$ cat config.mk
export PLATFORM = sky130hd
export DESIGN_NAME = matrix_multiply
export DESIGN_NICKNAME = d
export VERILOG_FILES = /design/src/mm_pkg.sv /design/src/mm_front.sv /design/src/mm_back.sv /design/src/matrix_multiply.sv
export SDC_FILE = /design/constraint.sdc
export NUM_CORES = 2
export LEC_CHECK = 0
export ABC_AREA = 1
export BUFFER_PORTS_ARGS = -buffer_cell sky130_fd_sc_hd__buf_2
export CORE_ASPECT_RATIO = 0.75
export CORE_UTILIZATION = 40
export DETAILED_ROUTE_END_ITERATION = 16
export PLACE_DENSITY = 0.53
export SYNTH_ARGS = -nofsm -noshare
export SYNTH_HDL_FRONTEND = slang
export SYNTH_SLANG_ARGS = --single-unit
$ cat constraint.sdc
create_clock -name clk -period 7.6 [get_ports clk]
set_input_delay 0.76 -clock clk [delete_from_list [all_inputs] [get_ports clk]]
set_output_delay 0.76 -clock clk [all_outputs]
set_load 0.005 [all_outputs]
$ cat src/mm_pkg.sv
// ----------------------------------------------------------------------------
// mm_pkg
// Shared types and codes for the matrix multiply block.
// ----------------------------------------------------------------------------
package mm_pkg;

    localparam int SZ_W    = 4;
    localparam int POS_W   = 3;
    localparam int ELEM_W  = 16;
    localparam int PROD_W  = 32;
    localparam int ACC_W   = 35;

    // input item kinds
    localparam logic [1:0] KIND_WRITE_A = 2'd0;
    localparam logic [1:0] KIND_WRITE_B = 2'd1;
    localparam logic [1:0] KIND_COMPUTE = 2'd2;

    // register indexes
    localparam logic [1:0] REG_ROWS_A    = 2'd0;
    localparam logic [1:0] REG_INNER_DIM = 2'd1;
    localparam logic [1:0] REG_COLS_B    = 2'd2;

    typedef enum logic [1:0] {
        OP_WRITE_A,
        OP_WRITE_B,
        OP_COMPUTE
    } op_t;

    typedef struct packed {
        op_t                      op;
        logic [POS_W-1:0]         row;
        logic [POS_W-1:0]         col;
        logic signed [ELEM_W-1:0] value;
    } cmd_t;

    typedef struct packed {
        logic [SZ_W-1:0] rows_a;
        logic [SZ_W-1:0] inner_dim;
        logic [SZ_W-1:0] cols_b;
    } size_cfg_t;

endpackage

$ cat src/mm_front.sv
// ----------------------------------------------------------------------------
// mm_front
// Accepts input items, drops items with no effect, queues the rest.
// ----------------------------------------------------------------------------
module mm_front #(
    parameter int MAX_DIM = 8
) (
    input  logic                              clk,
    input  logic                              rst_n,
    input  logic                              item_valid,
    output logic                              item_ready,
    input  logic [1:0]                        kind,
    input  logic [mm_pkg::POS_W-1:0]          row_index,
    input  logic [mm_pkg::POS_W-1:0]          col_index,
    input  logic signed [mm_pkg::ELEM_W-1:0]  element_value,
    output logic                              q_valid,
    input  logic                              q_ready,
    output mm_pkg::cmd_t                      q_cmd
);
    import mm_pkg::*;

    cmd_t       entry_reg [2];
    logic       wr_ptr_reg;
    logic       wr_ptr_next;
    logic       rd_ptr_reg;
    logic       rd_ptr_next;
    logic [1:0] count_reg;
    logic [1:0] count_next;
    logic       keep;
    logic       push;
    logic       pop;
    cmd_t       cmd_in;

    always_comb
    begin
        cmd_in.row   = row_index;
        cmd_in.col   = col_index;
        cmd_in.value = element_value;
        cmd_in.op    = OP_COMPUTE;
        keep         = 1'b0;
        unique case (kind)
            KIND_WRITE_A:
            begin
                cmd_in.op = OP_WRITE_A;
                keep = (32'(row_index) < MAX_DIM) && (32'(col_index) < MAX_DIM);
            end
            KIND_WRITE_B:
            begin
                cmd_in.op = OP_WRITE_B;
                keep = (32'(row_index) < MAX_DIM) && (32'(col_index) < MAX_DIM);
            end
            KIND_COMPUTE:
            begin
                cmd_in.op = OP_COMPUTE;
                keep = 1'b1;
            end
            default:
            begin
                keep = 1'b0;
            end
        endcase
    end

    assign item_ready = (count_reg != 2'd2);
    assign push       = item_valid && item_ready && keep;
    assign q_valid    = (count_reg != 2'd0);
    assign pop        = q_valid && q_ready;
    assign q_cmd      = entry_reg[rd_ptr_reg];

    always_comb
    begin
        wr_ptr_next = push ? ~wr_ptr_reg : wr_ptr_reg;
        rd_ptr_next = pop ? ~rd_ptr_reg : rd_ptr_reg;
        count_next  = count_reg;
        if (push && !pop)
        begin
            count_next = count_reg + 2'd1;
        end
        else if (pop && !push)
        begin
            count_next = count_reg - 2'd1;
        end
    end

    always_ff @(posedge clk or negedge rst_n)
    begin
        if (!rst_n)
        begin
            wr_ptr_reg <= 1'b0;
            rd_ptr_reg <= 1'b0;
            count_reg  <= 2'd0;
        end
        else
        begin
            wr_ptr_reg <= wr_ptr_next;
            rd_ptr_reg <= rd_ptr_next;
            count_reg  <= count_next;
        end
    end

    always_ff @(posedge clk)
    begin
        if (push)
        begin
            entry_reg[wr_ptr_reg] <= cmd_in;
        end
    end

endmodule

$ cat src/mm_back.sv
// ----------------------------------------------------------------------------
// mm_back
// Element stores, product sequencer, multiply-accumulate and result register.
// ----------------------------------------------------------------------------
module mm_back #(
    parameter int MAX_DIM = 8
) (
    input  logic                              clk,
    input  logic                              rst_n,
    input  logic                              q_valid,
    output logic                              q_ready,
    input  mm_pkg::cmd_t                      q_cmd,
    input  mm_pkg::size_cfg_t                 sizes,
    output logic                              result_valid,
    input  logic                              result_ready,
    output logic [mm_pkg::POS_W-1:0]          out_row,
    output logic [mm_pkg::POS_W-1:0]          out_col,
    output logic signed [mm_pkg::ACC_W-1:0]   product_value,
    output logic                              last
);
    import mm_pkg::*;

    localparam int DEPTH  = MAX_DIM * MAX_DIM;
    localparam int ADDR_W = (DEPTH > 1) ? $clog2(DEPTH) : 1;
    localparam int IDX_W  = (MAX_DIM > 1) ? $clog2(MAX_DIM) : 1;

    typedef enum logic [2:0] {
        S_IDLE  = 3'b001,
        S_ISSUE = 3'b010,
        S_DRAIN = 3'b100
    } state_t;

    state_t                    state_reg;
    state_t                    state_next;
    logic [IDX_W-1:0]          i_reg;
    logic [IDX_W-1:0]          i_next;
    logic [IDX_W-1:0]          j_reg;
    logic [IDX_W-1:0]          j_next;
    logic [IDX_W-1:0]          t_reg;
    logic [IDX_W-1:0]          t_next;

    logic signed [ELEM_W-1:0]  mem_a [DEPTH];
    logic signed [ELEM_W-1:0]  mem_b [DEPTH];
    logic signed [ELEM_W-1:0]  rd_a_reg;
    logic signed [ELEM_W-1:0]  rd_b_reg;
    logic signed [PROD_W-1:0]  prod_reg;
    logic signed [ACC_W-1:0]   acc_reg;
    logic                      v1_reg;
    logic                      v2_reg;
    logic                      first1_reg;
    logic                      first2_reg;

    logic                      out_valid_reg;
    logic [POS_W-1:0]          out_row_reg;
    logic [POS_W-1:0]          out_col_reg;
    logic signed [ACC_W-1:0]   out_value_reg;
    logic                      out_last_reg;

    logic [SZ_W-1:0]           m_last;
    logic [SZ_W-1:0]           k_last;
    logic [SZ_W-1:0]           n_last;
    logic                      issue;
    logic                      we_a;
    logic                      we_b;
    logic [ADDR_W-1:0]         wr_addr;
    logic [ADDR_W-1:0]         rd_addr_a;
    logic [ADDR_W-1:0]         rd_addr_b;
    logic                      out_free;
    logic                      emit;
    logic                      is_last;

    function automatic logic [SZ_W-1:0] eff_last(input logic [SZ_W-1:0] v);
        logic [SZ_W-1:0] s;
        begin
            if (v == '0)
            begin
                s = SZ_W'(1);
            end
            else if (32'(v) > MAX_DIM)
            begin
                s = SZ_W'(MAX_DIM);
            end
            else
            begin
                s = v;
            end
            return s - SZ_W'(1);
        end
    endfunction

    assign m_last = eff_last(sizes.rows_a);
    assign k_last = eff_last(sizes.inner_dim);
    assign n_last = eff_last(sizes.cols_b);

    assign q_ready   = (state_reg == S_IDLE);
    assign we_a      = q_valid && q_ready && (q_cmd.op == OP_WRITE_A);
    assign we_b      = q_valid && q_ready && (q_cmd.op == OP_WRITE_B);
    assign wr_addr   = ADDR_W'(32'(q_cmd.row) * MAX_DIM + 32'(q_cmd.col));
    assign rd_addr_a = ADDR_W'(32'(i_reg) * MAX_DIM + 32'(t_reg));
    assign rd_addr_b = ADDR_W'(32'(t_reg) * MAX_DIM + 32'(j_reg));
    assign issue     = (state_reg == S_ISSUE);
    assign out_free  = !out_valid_reg || result_ready;
    assign is_last   = (SZ_W'(i_reg) == m_last) && (SZ_W'(j_reg) == n_last);
    assign emit      = (state_reg == S_DRAIN) && !v1_reg && !v2_reg && out_free;

    always_comb
    begin
        state_next = state_reg;
        i_next     = i_reg;
        j_next     = j_reg;
        t_next     = t_reg;
        unique case (state_reg)
            S_IDLE:
            begin
                if (q_valid && q_cmd.op == OP_COMPUTE)
                begin
                    i_next     = '0;
                    j_next     = '0;
                    t_next     = '0;
                    state_next = S_ISSUE;
                end
            end
            S_ISSUE:
            begin
                if (SZ_W'(t_reg) == k_last)
                begin
                    t_next     = '0;
                    state_next = S_DRAIN;
                end
                else
                begin
                    t_next = t_reg + IDX_W'(1);
                end
            end
            S_DRAIN:
            begin
                if (emit)
                begin
                    if (is_last)
                    begin
                        state_next = S_IDLE;
                    end
                    else
                    begin
                        state_next = S_ISSUE;
                        if (SZ_W'(j_reg) == n_last)
                        begin
                            j_next = '0;
                            i_next = i_reg + IDX_W'(1);
                        end
                        else
                        begin
                            j_next = j_reg + IDX_W'(1);
                        end
                    end
                end
            end
            default:
            begin
                state_next = S_IDLE;
            end
        endcase
    end

    always_ff @(posedge clk or negedge rst_n)
    begin
        if (!rst_n)
        begin
            state_reg     <= S_IDLE;
            i_reg         <= '0;
            j_reg         <= '0;
            t_reg         <= '0;
            v1_reg        <= 1'b0;
            v2_reg        <= 1'b0;
            out_valid_reg <= 1'b0;
        end
        else
        begin
            state_reg <= state_next;
            i_reg     <= i_next;
            j_reg     <= j_next;
            t_reg     <= t_next;
            v1_reg    <= issue;
            v2_reg    <= v1_reg;
            if (emit)
            begin
                out_valid_reg <= 1'b1;
            end
            else if (result_ready)
            begin
                out_valid_reg <= 1'b0;
            end
        end
    end

    always_ff @(posedge clk)
    begin
        if (we_a)
        begin
            mem_a[wr_addr] <= q_cmd.value;
        end
        if (we_b)
        begin
            mem_b[wr_addr] <= q_cmd.value;
        end
        rd_a_reg <= mem_a[rd_addr_a];
        rd_b_reg <= mem_b[rd_addr_b];
    end

    always_ff @(posedge clk)
    begin
        first1_reg <= (t_reg == '0);
        first2_reg <= first1_reg;
        prod_reg   <= rd_a_reg * rd_b_reg;
        if (v2_reg)
        begin
            acc_reg <= first2_reg ? ACC_W'(prod_reg) : acc_reg + ACC_W'(prod_reg);
        end
        if (emit)
        begin
            out_row_reg   <= POS_W'(i_reg);
            out_col_reg   <= POS_W'(j_reg);
            out_value_reg <= acc_reg;
            out_last_reg  <= is_last;
        end
    end

    assign result_valid  = out_valid_reg;
    assign out_row       = out_row_reg;
    assign out_col       = out_col_reg;
    assign product_value = out_value_reg;
    assign last          = out_last_reg;

endmodule

$ cat src/matrix_multiply.sv
// ----------------------------------------------------------------------------
// matrix_multiply
// Dense product C = A x B of signed Q8.8 matrices up to MAX_DIM square.
// ----------------------------------------------------------------------------
// Usage:
//   Item channel (item_valid/item_ready): kind 0 writes A[row][col], kind 1
//   writes B[row][col], kind 2 emits all of C in row-major order; kind 3 and
//   writes outside MAX_DIM are dropped. Items pass through a two-entry queue.
//   Result channel (result_valid/result_ready): out_row, out_col,
//   product_value (16 fractional bits) and last on the final element.
//   Sizes rows_a, inner_dim, cols_b sit at APB addresses 0x0, 0x4, 0x8; 0
//   acts as 1, values above MAX_DIM saturate. Write sizes only when idle.
//   The back end takes writes only while idle. A product element issues one
//   store read per cycle through the read, multiply and accumulate stages;
//   a compute holds the queue until the last element of C is emitted.
//   Reset clears the sizes to 8 and empties queue and pipeline; store contents
//   are undefined until written. A stalled result holds the sequencer while
//   the input queue keeps taking items until it fills.
// ----------------------------------------------------------------------------
module matrix_multiply #(
    parameter int MAX_DIM = 8
) (
    input  logic                              clk,
    input  logic                              rst_n,
    input  logic                              psel,
    input  logic                              penable,
    input  logic                              pwrite,
    input  logic [3:0]                        paddr,
    input  logic [31:0]                       pwdata,
    output logic [31:0]                       prdata,
    output logic                              pready,
    input  logic                              item_valid,
    output logic                              item_ready,
    input  logic [1:0]                        kind,
    input  logic [mm_pkg::POS_W-1:0]          row_index,
    input  logic [mm_pkg::POS_W-1:0]          col_index,
    input  logic signed [mm_pkg::ELEM_W-1:0]  element_value,
    output logic                              result_valid,
    input  logic                              result_ready,
    output logic [mm_pkg::POS_W-1:0]          out_row,
    output logic [mm_pkg::POS_W-1:0]          out_col,
    output logic signed [mm_pkg::ACC_W-1:0]   product_value,
    output logic                              last
);
    import mm_pkg::*;

    size_cfg_t sizes_reg;
    logic      q_valid;
    logic      q_ready;
    cmd_t      q_cmd;
    logic      wr_en;

    assign pready = 1'b1;
    assign wr_en  = psel && penable && pwrite && pready;

    always_ff @(posedge clk or negedge rst_n)
    begin
        if (!rst_n)
        begin
            sizes_reg.rows_a    <= SZ_W'(8);
            sizes_reg.inner_dim <= SZ_W'(8);
            sizes_reg.cols_b    <= SZ_W'(8);
        end
        else if (wr_en)
        begin
            unique case (paddr[3:2])
                REG_ROWS_A:    sizes_reg.rows_a    <= pwdata[SZ_W-1:0];
                REG_INNER_DIM: sizes_reg.inner_dim <= pwdata[SZ_W-1:0];
                REG_COLS_B:    sizes_reg.cols_b    <= pwdata[SZ_W-1:0];
                default:       ;
            endcase
        end
    end

    always_comb
    begin
        unique case (paddr[3:2])
            REG_ROWS_A:    prdata = 32'(sizes_reg.rows_a);
            REG_INNER_DIM: prdata = 32'(sizes_reg.inner_dim);
            REG_COLS_B:    prdata = 32'(sizes_reg.cols_b);
            default:       prdata = '0;
        endcase
    end

    mm_front #(
        .MAX_DIM (MAX_DIM)
    ) u_front (
        .clk           (clk),
        .rst_n         (rst_n),
        .item_valid    (item_valid),
        .item_ready    (item_ready),
        .kind          (kind),
        .row_index     (row_index),
        .col_index     (col_index),
        .element_value (element_value),
        .q_valid       (q_valid),
        .q_ready       (q_ready),
        .q_cmd         (q_cmd)
    );

    mm_back #(
        .MAX_DIM (MAX_DIM)
    ) u_back (
        .clk           (clk),
        .rst_n         (rst_n),
        .q_valid       (q_valid),
        .q_ready       (q_ready),
        .q_cmd         (q_cmd),
        .sizes         (sizes_reg),
        .result_valid  (result_valid),
        .result_ready  (result_ready),
        .out_row       (out_row),
        .out_col       (out_col),
        .product_value (product_value),
        .last          (last)
    );

endmodule
Word level (Yosys, flattened, before mapping)
Memories as Yosys holds them, arrays and structs flattened. A register that Yosys moved wholly into a read port is not among the register bits.
Cells that the tools add are included.

word-level totals
  bits in writable memories = 2096
  flip-flop bits (word level) = 142
  output and inout port bits = 77
  word-level logic and storage cells = 136
  memories = 3
  input bits = 67

memory list
  memory             depth  bits a word  rd ports  clocked after Yosys merged registers in  write ports  line            text
  u_back.mem_a       64     16           1         1                                        1            mm_back.sv:42   logic signed [ELEM_W-1:0] mem_a [DEPTH];
  u_back.mem_b       64     16           1         1                                        1            mm_back.sv:43   logic signed [ELEM_W-1:0] mem_b [DEPTH];
  u_front.entry_reg  2      24           1         0                                        1            mm_front.sv:22  cmd_t entry_reg [2];

operators by class
  $lt $le $gt $ge = 3
  mux-type cells = 36
  reductions and logical operators = 40
  multiply operators = 1
  $add $sub $neg = 12
  bitwise gates (word level) = 2
  equal/unequal tests = 18

operators with widths
  operator             count
  $add 35x32->35       1
  $mux 35              1
  $mux 3               11
  $mul 16x16->32       1
  $mux 4               6
  $add 6x3->6          3
  $pmux 3 s2           3
  $logic_and 1x1->1    14
  $eq 3x4->1           3
  $gt 4x4->1 const B   3
  $logic_not 4->1      3
  $pmux 4 s3           1
  $sub 4x1->4 const B  3
  $reduce_bool 2->1    5
  $add 3x1->3 const B  3
  $mux 1               9
  $pmux 3 s3           1
  $ne 2x2->1 const B   4
  $reduce_and 2->1     4
  $eq 2x1->1 const B   3
  $eq 2x2->1 const B   3
  $logic_not 2->1      3
  $mux 2               3
  $logic_not 1->1      5
  14 further kinds     16

Depth between registers and ports, before layout
  depth in word-level cells = 9
  depth in mapped cells = 25
  mapped depth without buffers = 23

By module
A second synthesis with hierarchy kept.

unflattened totals
  cell total of the unflattened synthesis = 8937
  area, all modules = 102125.4 µm²

modules (own cells, without submodules)
  module           instances  cells each  area each (µm²)  seq. area each (µm²)
  mm_back          1          8664        99228.9          65509.1
  mm_front         1          160         2037.0           1541.5
  matrix_multiply  1          113         859.6            304.0

Worst setup path before layout
No wires, ideal clock.

  path type = register to register
  from = reg u_back.rd_a_reg[15] (read register of u_back.mem_a)
  to = reg u_back.prod_reg[31]
  slack = 1.994 ns
  setup time = 0.112 ns
  cell stages (with the launch flop) = 21
  path buffers = 1
  required time = 7.488 ns
  data arrival time = 5.494 ns
  clock period less this slack = 5.606 ns
  cell sequence = dfxtp_1 -> clkbuf_1 -> nand2_1 -> inv_1 -> fa_1 -> fa_1 -> inv_1 -> fa_1 -> fa_1 -> fa_1 -> fa_1 -> inv_1 -> ha_1 -> nand2_1 -> nor3_1 -> nand2_1 -> or2_2 -> nand3_1 -> inv_1 -> nand2_1 -> nand2_1

on the way
  cells in the longest elaborated chain, start to end = 1

RTL lines
  element               line            text
  from (decl)           mm_back.sv:44   logic signed [ELEM_W-1:0] rd_a_reg;
  $mul 16x16->32        mm_back.sv:214  prod_reg <= rd_a_reg * rd_b_reg;
  to (signal assigned)  mm_back.sv:214
  to (decl)             mm_back.sv:46   logic signed [PROD_W-1:0] prod_reg;

Every way passes these cells.
A chain may end at the register's enable or synchronous reset.

Worst setup path after layout
Same ends and word-level chain as after synthesis.

==> run summary <==
status: completed
first drt pass iteration count: 6
GR Util met3: 3.71%
worst-margin pin slew: 1.42 ns
routed wire length: 299000 um
Layout area overhead: 10.8%
Max Slew Vio Count: 0
crit path launch type: flop
Final ANT Viol Nets: 0
clk buf depth: 4
commonest cells after routing, fill and taps aside: edfxtp_1, nand2_1, nor2_1, o21ai_0, inv_1
DR vias: 67715
final core occ: 44.6%
CP Max Fanout: 16
critical path class: flop to flop
Tmin final: 6.32 ns
global route overflow: 0
setup TNS: 0 ns
Mapped Cells: 8892
clock sink total: 2270
ratio of final minimum period to clock period: 83.2%
Worst setup EP type: flop
fraction of layout cells with a size suffix above 1: 7.56%
met1 GRT Util: 34.7%
Die H: 440 um
DR vias/cell: 5.44
DRT iter0 DRCs: 7336
Seq/Total Area, Yosys: 66.0%
commonest non-fill, non-tap cell in the layout: edfxtp_1
global routing's busiest layer: met1
maximum clock rate: 158 MHz
RSZ-0062 raised after global routing: false
drt wl/cell: 24.0 um
final hold violation count: 0
initial antenna violation count: 12
# rows: 160
CTS Buf Count: 225
number of max-cap violations: 0
# Post-CTS Setup Buffers: 0
post-detail-place hpwl: 176000 um
GR Util met2: 34.5%
# setup viols final: 0
core area: 0.254 mm2
Hold Crit Class: input pin to flop
Slew HR: 4.85%
Max Clock Skew: 0.120 ns
worst path arrival time: 7.04 ns
vias in the first global route: 64460
nets@finish: 9323
Ys Warns: 0
TritonCTS clock tree: done
Seq cells post-synth: 2270
Chip Width: 585 um
Max H-tree Level: 4
Initial Util: 40.3%
DIE AREA: 0.257 mm2
clock-pin slew on the worst setup and hold paths: 0.07 ns
largest net degree at the start of global routing: 203
CTS Root Cell: clkbuf_16
global-route wire length before repair: 438000 um
Top Ports: 144
Synth cell types: 43
drc violations: 0
GRT Total Usage: 22.9%
Placer Congestion: 0.882
Mapped Area: 0.102 mm2
Worst EP required: 8.32 ns
worst skew pair latency: 0.91 ns
Port Buffer Count: 84
Mean Syn Cell Area: 11.5 um2
==> stage by stage <==
step	hold WS [ns]	area, um2	cells	worst slack, ns
floorplan	0.310	102000	8919	1.99
global placement	0.310	106000	12027	1.30
detailed placement	0.314	106000	12027	1.30
CTS	0.000264	113000	12450	1.30
global route	0.0285	113000	12450	0.928
finish	0.0537	113000	12453	1.28
==> synth_stat cells (all sizes together) <==
| master | instances | area share [%] |
|---|---|---|
| a21boi | 3 | 0.022 |
| a21o | 6 | 0.044 |
| a21oi | 86 | 0.42 |
| a31oi | 6 | 0.037 |
| and3 | 3 | 0.018 |
| buf | 231 | 1.5 |
| clkbuf | 327 | 1.2 |
| conb | 2 | 0.0074 |
| dfrtp | 27 | 0.66 |
| dfstp | 4 | 0.10 |
| dfxtp | 66 | 1.3 |
| edfxtp | 2173 | 64 |
| fa | 263 | 5.2 |
| ha | 124 | 1.5 |
| inv | 587 | 2.2 |
| mux2 | 16 | 0.18 |
| nand2 | 1603 | 5.9 |
| nand3 | 403 | 2.0 |
| nand3b | 10 | 0.074 |
| nand4 | 21 | 0.13 |
| nor2 | 1265 | 4.7 |
| nor3 | 12 | 0.064 |
| nor4 | 1 | 0.0061 |
| o211ai | 2 | 0.015 |
| o21ai | 1073 | 5.3 |
| o21bai | 12 | 0.088 |
| o221ai | 2 | 0.017 |
| o22ai | 496 | 3.0 |
| o31ai | 1 | 0.0074 |
| or2 | 13 | 0.080 |
| xnor2 | 24 | 0.21 |
| xor2 | 30 | 0.26 |
==> worst max-delay path, cell delays in order (launching register included) <==
cell and delay, ns:
dfxtp_1 0.77, nand2_1 0.22, inv_1 0.13, fa_1 0.56, fa_1 0.86, inv_1 0.16
fa_1 0.51, fa_1 0.59, fa_1 0.44, fa_1 0.49, inv_1 0.04, ha_1 0.38
nand2_1 0.14, nor3_1 0.23, nand2_1 0.11, or2_2 0.30, nand3_1 0.10, inv_1 0.05
nand2_1 0.06, nand2_1 0.05
==> routing by layer <==
layer / wire length, um / share of wire [%]
met4: 5980 / 2.0
met2: 131000 / 44
met3: 23900 / 8.0
met5: 17 / 0.0057
met1: 138000 / 46
==> area by class of cell <==
| cell class | count | area [um2] |
|---|---|---|
| multi-input cells | 5504 | 30300 |
| clock inverters | 115 | 915 |
| diodes | 3 | 7.51 |
| inverters | 587 | 2250 |
| clock buffers | 291 | 6020 |
| flip-flops and latches | 2270 | 67400 |
| repair buffers | 281 | 2070 |
| well taps | 3402 | 4260 |
| fillers | 23317 | 140000 |
==> timing repair <==
item / 4_1_cts / 5_1_grt
hold buffers: 17 / 0
gates resized for setup: 0 / 0
hold endpoints to repair: 48 / 0
==> cell families after synthesis <==
family / synth area share [%]
buffers and inverters: 4.84
AO/OA/AOI/OAI: 8.96
multiplexers: 0.176
flip-flops: 66.0
other: 0.00736
adder cells (fa/ha/maj): 6.68
XOR/XNOR: 0.463
AND/OR/NAND/NOR: 12.9
==> path summary, 6_finish.rpt <==
check | start | end | slack [ns] | cells past startpoint
setup reg to reg | u_back.rd_a_reg[15] | u_back.prod_reg[31] | 1.28 | 19
hold reg to reg | u_back.first1_reg | u_back.first2_reg | 0.33 | 0
max in group asynchronous | rst_n | u_back.t_reg[0] | 6.43 | 3
hold / removal | element_value[5] | u_front.entry_reg[0][5] | 0.05 | 1
min in group asynchronous | rst_n | u_front.wr_ptr_reg | 0.45 | 3
setup / recovery | u_back.rd_a_reg[15] | u_back.prod_reg[31] | 1.28 | 19
Power is left out: the tool's default activity adds up to more than one toggle a clock period on the data nets, which glitch-free logic cannot reach.
